==> src/hw/rtl/bounded_confidence_event_step_defines.svh <==
// Assertion macros for the bounded-confidence event step block.
// Used by the top level; expects clk and rst in scope.
`ifndef BOUNDED_CONFIDENCE_EVENT_STEP_DEFINES_SVH
`define BOUNDED_CONFIDENCE_EVENT_STEP_DEFINES_SVH

// condition holds in the same cycle
`define BCS_AST_NOW(label, ante, cons) \
  label: assert property (@(posedge clk) disable iff (rst) (ante) |-> (cons)) \
    else $error("bcs assertion failed");

// condition holds in the next cycle
`define BCS_AST_NEXT(label, ante, cons) \
  label: assert property (@(posedge clk) disable iff (rst) (ante) |=> (cons)) \
    else $error("bcs assertion failed");

`endif

==> src/hw/rtl/bcs_pkg.sv <==
// Package for the bounded-confidence event step block.
// Types, opcodes, status and state codes and register indexes; no dependencies.
`timescale 1ns / 1ps
package bcs_pkg;

  localparam logic [1:0] OP_LOAD_OPINION = 2'd0;
  localparam logic [1:0] OP_LOAD_EDGE    = 2'd1;
  localparam logic [1:0] OP_STEP         = 2'd2;
  localparam logic [1:0] OP_READ_OPINION = 2'd3;

  localparam logic [1:0] STATUS_OK     = 2'd0;
  localparam logic [1:0] STATUS_QUEUE  = 2'd1;
  localparam logic [1:0] STATUS_HALTED = 2'd2;

  localparam logic [2:0] REG_CONF_BOUND = 3'd0;
  localparam logic [2:0] REG_TOLERANCE  = 3'd1;
  localparam logic [2:0] REG_GAIN       = 3'd2;
  localparam logic [2:0] REG_STABLE_RUN = 3'd3;
  localparam logic [2:0] REG_MIN_STEPS  = 3'd4;

  typedef struct packed {
    logic [15:0] confidence_bound;
    logic [15:0] tolerance;
    logic [15:0] gain;
  } bcs_cfg_t;

  typedef struct packed {
    logic        did;
    logic [15:0] y1;
    logic [15:0] y2;
  } bcs_upd_t;

  typedef enum logic [3:0] {
    ST_IDLE,
    ST_INS_RD,
    ST_INS_CMP,
    ST_HEAD_WAIT,
    ST_SORT_RD,
    ST_SORT_CMP,
    ST_EP_RD,
    ST_EP_WAIT,
    ST_OP1_WAIT,
    ST_OP2_WAIT,
    ST_UPD,
    ST_WR2,
    ST_RD_OP,
    ST_DONE
  } bcs_state_t;

endpackage

==> src/hw/rtl/bcs_update.sv <==
// Bounded-confidence opinion update with floor rounding, one register stage.
// Depends on bcs_pkg.
`timescale 1ns / 1ps
module bcs_update
  import bcs_pkg::*;
(
  input  logic        clk,
  input  bcs_cfg_t    cfg,
  input  logic [15:0] x1,
  input  logic [15:0] x2,
  output bcs_upd_t    upd
);

  logic signed [16:0] diff;
  logic signed [16:0] gain_s;
  logic signed [33:0] prod1;
  logic signed [33:0] prod2;
  logic        [17:0] y1_w;
  logic        [17:0] y2_w;
  logic        [16:0] gap;
  logic               near;

  always_comb begin
    diff   = $signed({1'b0, x2}) - $signed({1'b0, x1});
    gain_s = $signed({1'b0, cfg.gain});
    prod1  = diff * gain_s;
    prod2  = (-diff) * gain_s;
    gap    = diff[16] ? 17'(-diff) : 17'(diff);
    near   = (gap < {1'b0, cfg.confidence_bound}) && (gap > {1'b0, cfg.tolerance});
    y1_w   = {2'b00, x1} + 18'(prod1 >>> 16);
    y2_w   = {2'b00, x2} + 18'(prod2 >>> 16);
  end

  always_ff @(posedge clk) begin
    upd.did <= near;
    upd.y1  <= y1_w[15:0];
    upd.y2  <= y2_w[15:0];
  end

endmodule
==> config.mk <==
export PLATFORM = sky130hd
export DESIGN_NAME = bcs_update
export DESIGN_NICKNAME = d
export VERILOG_FILES = /design/src/hw/rtl/bounded_confidence_event_step_defines.svh /design/src/hw/rtl/bcs_pkg.sv /design/src/hw/rtl/bcs_update.sv
export SDC_FILE = /design/constraint.sdc
export NUM_CORES = 2
export LEC_CHECK = 0
export BUFFER_PORTS_ARGS = -buffer_cell sky130_fd_sc_hd__buf_4
export CAP_MARGIN = 10
export CORE_MARGIN = 2
export CORE_UTILIZATION = 70
export DETAILED_ROUTE_END_ITERATION = 8
export GPL_TIMING_DRIVEN = 1
export HOLD_SLACK_MARGIN = 0.02
export PLACE_DENSITY = 0.89
export SKIP_CTS_REPAIR_TIMING = 1
export SYNTH_ARGS = -nofsm -noshare
export SYNTH_HDL_FRONTEND = slang
export SYNTH_SLANG_ARGS = --single-unit
==> constraint.sdc <==
create_clock -name clk -period 38.8 [get_ports clk]
set_input_delay 9.7 -clock clk [delete_from_list [all_inputs] [get_ports clk]]
set_output_delay 9.7 -clock clk [all_outputs]
set_load 0.02 [all_outputs]
## Word-level counts from Yosys, hierarchy flattened

Cells that the tools add are included.

- Bits in writable memories: 0
- Register bits after elaboration: 33
- Input port bits: 81
- Bits in read-only memories: 0
- Output and inout bits: 33
- Memories kept: 0
- Latch bits: 0

- Multiplexer cells: 1
- Eq/ne operators: 0
- $mul: 2
- Divide/modulo/power cells: 0
- Add/sub/neg operators: 5
- Bitwise gates (word level): 0
- Shifts and indexed selects: 0
- Magnitude comparators: 2
- Reduce and logical (&&, ||, !) cells: 1

Operator list:

| cell | count |
|---|---|
| 34-bit by 17-bit multiplier with 32-bit output | 1 |
| 17-bit negator with 34-bit output | 1 |
| 16-bit adder | 2 |
| 17-bit by 17-bit multiplier with 32-bit output | 1 |
| 17-bit by 16-bit greater-than comparator with 1-bit output | 1 |
| 17-bit by 16-bit less-than comparator with 1-bit output | 1 |
| 17-bit two-way mux | 1 |
| 17-bit negator | 1 |
| 16-bit by 16-bit subtractor with 17-bit output | 1 |
| 1-bit logical AND | 1 |

## Logic depth before layout (Yosys ltp)

- Depth in word-level cells: 5
- Mapped depth: 45
- Gate-level depth less buffers: 43

## Least setup slack after synthesis

Ideal clock, no wire load.

- Path kind: input to register
- Start point: input x2[0]
- End point: register upd[14] in the netlist's numbering
- Stages: 41
- Data arrival time: 19.775 ns
- Data required time: 38.728 ns
- Setup slack: 18.953 ns
- Setup time: 0.072 ns
- Cells stage by stage: inv_1 > ha_1 > fa_1 > nand2b_1 > a21oi_1 > xnor2_1 > clkbuf_1 > or4_4 > or3_1 > or4b_4 > or2_2 > xor2_1 > clkbuf_1 > nand2_1 > fa_1 > fa_1 > inv_1 > fa_1 > (+5 left out) > ha_1 > and4_1 > a221oi_1 > nor2b_1 > nor2_1 > xnor2_1 > ha_1 > a21o_1 > a21oi_1 > o21bai_1 > a21oi_1 > o21bai_1 > a21oi_1 > o21bai_1 > a2111oi_0 > o31ai_1 > a21oi_1 > xnor2_1

- Cells in the longest elaborated chain, start to end: 4

Ends and longest elaborated chain:

| item | line | source |
|---|---|---|
| start, declared | bcs_update.sv:10 | `input logic [15:0] x2,` |
| 16-bit by 16-bit subtractor with 17-bit output | bcs_update.sv:24 | `diff = $signed({1'b0, x2}) - $signed({1'b0, x1});` |
| 17-bit negator with 34-bit output | bcs_update.sv:27 | `prod2 = (-diff) * gain_s;` |
| 34-bit by 17-bit multiplier with 32-bit output | bcs_update.sv:27 |  |
| 16-bit adder * | bcs_update.sv:31 | `y2_w = {2'b00, x2} + 18'(prod2 >>> 16);` |
| via y2_w[14] | bcs_update.sv:19 | `logic [17:0] y2_w;` |
| end, declared | bcs_update.sv:11 | `output bcs_upd_t upd` |

The timed path passes the listed nets; every way through them passes the cells marked *.

## Final worst setup path

Ends and elaborated chain as after synthesis.

==> out/metrics.yaml <==
synth:
  syn_inst: 2858
  ys.flop_type: "dfxtp_1"
  synth_seq_cells: 33
  yosysWarnings: 0
  synth_mux_area_frac: 0
  ys_async_sr_fraction: 0
  synth_top_family_by_area: "adder cells"
  synth_compound_area_frac: 0.0534
  synth-simple-area-share: 0.158
  yosysSeqAreaShare: 0.0265
  netlist_area_um2: 24900
  synth-xor-area-share: 0.0487
  synth-edff-count: 0
  syn_avg_cell_area_um2: 8.71
  synth_fa_ha_area_frac: 0.579
  synthDistinctLibCells: 70
  syn-num-nets: 3749
finish:
  final_common_cell: "inv_1"
  largest_reg_flops: 33
  top_register: "upd"
  diodes: 0
  area_growth_pct: 5.66
  drive_gt1_frac: 0.0657
  final_nets: 3766
  layout_common_cells: "759 x inv_1, 570 x fa_1, 384 x nand2_1, 240 x ha_1, 222 x and2_1"
  reg.largest.list: "upd x33"
drt:
  dr.pass1.iters: 5
  route.detailed.drc: 0
  drtIter0Drc: 1389
  viasPerCell: 5.82
  wl_um: 65000
  wl_per_cell_um: 19.5
  ant_nets: 0
  vias: 19400
place:
  place.detailed.hpwl_um: 51900
  gp_congestion: 0.945
  port_buffers: 113
sta:
  finalCriticalPeriod_ps: 21200
  setup_tns_ps: 0
  setup_viol: 0
  timing.final.crit_share: 0.546
  finalHoldViolations: 0
  relSlewSlack: 0.273
  grt_setup_unrepaired: "no"
  tightest_slew_ps: 1090
  hold_slack_ps: 9660
  finalMaxSlewViolations: 0
  fmax_ghz: 0.0472
grt:
  antenna_found_initial: 0
  grt_pass1_wl_um: 108000
  grt_use_total: 0.376
  grt_pass1_vias: 22100
  grt_max_degree: 48
  overflow: 0
min_path:
  min_path_type: "input pin to flop"
  whs_path_depth: 2
setup_path:
  slowest_stage: "fa_1"
  crit_arrival_ps: 21420
  crit_top_cell: "fa_1"
  cp-start-kind: "input pin"
  worstPathRequired_ps: 39020
  cpPeakStageDelay_ps: 990
  crit_fanout: 18
  worst-setup-path-type: "input pin to flop"
  endpoint_kind: "flop"
die:
  die_area_um2: 37100
  ioPinCount: 114
  coreArea_um2: 35300
  die_w_um: 193
  initial_core_util: 0.705
  row_count: 69
  dieHeight_um: 193
status:
  outcome: "finished, final reports clean"
clock_tree:
  cts_root_buf: "clkbuf_16"
  cts_buffers: 5
  cts_buffer_depth: 2
  htree_levels: 2
  cts_tree: "yes"
  cts.sinks: 33
  path_clk_slew_ps: 60
run:
  drv_cap: 0
## per-layer routing
metal  track usage  up-vias  part of all wire
met5             0        -                 0
met4         0.234        0             0.071
met3        0.0704      351              0.10
met2         0.630     1117              0.49
met1         0.450     9604              0.34
li1              -     8349                 -
## worst paths after layout
kind	to	slack, ps	start
max	upd[14]	17600	x2[0]
min	upd[16]	9660	x1[0]
## cell usage after synthesis, drive strengths merged (30+ instances only)
cell    count  share of area
xnor2     105          0.037
clkbuf    122          0.018
xor2       30          0.011
dfxtp      33          0.027
inv       759           0.11
ha        240           0.12
fa        570           0.46
a21oi      60          0.012
nand2     385          0.058
nor2       44         0.0066
and2      223          0.056
nor2b      51          0.013
## final cells by class
type	instances	area, um^2
multi-input combinational	1937	21000
sequential	33	661
clock inverter	2	37.5
timing repair buffer	139	1040
fill	2398	9000
inverter	759	2850
clock buffer	6	139
tap	461	577
## metrics by stage
step	area, um^2	instances	setup WS [ps]	utilization
floorplan	24900	2858	18950	-
global placement	26100	3329	18060	0.740
detailed placement	26100	3329	17600	0.740
CTS	26300	3337	17820	0.745
global route	26300	3337	17130	0.745
finish	26300	3337	17600	0.745
## critical path: cells and delay by family
family / cells / cell delay [ps]
xor+xnor: 2 / 270
compound gates: 12 / 3210
simple gates: 8 / 2340
buf+inv: 6 / 560
fa+ha+maj: 11 / 5340
## kinds of logic (layout without fill, tap and decap cells)
logic type,Yosys count,in the layout
buffers and inverters,888,906
adder cells (fa/ha/maj),810,810
AND/OR/NAND/NOR,793,793
AO/OA/AOI/OAI,198,198
XOR/XNOR,136,136
flip-flops,33,33
Power is not shown: default switching activity piles up to over one toggle a cycle in this logic, so the estimate is an artifact.
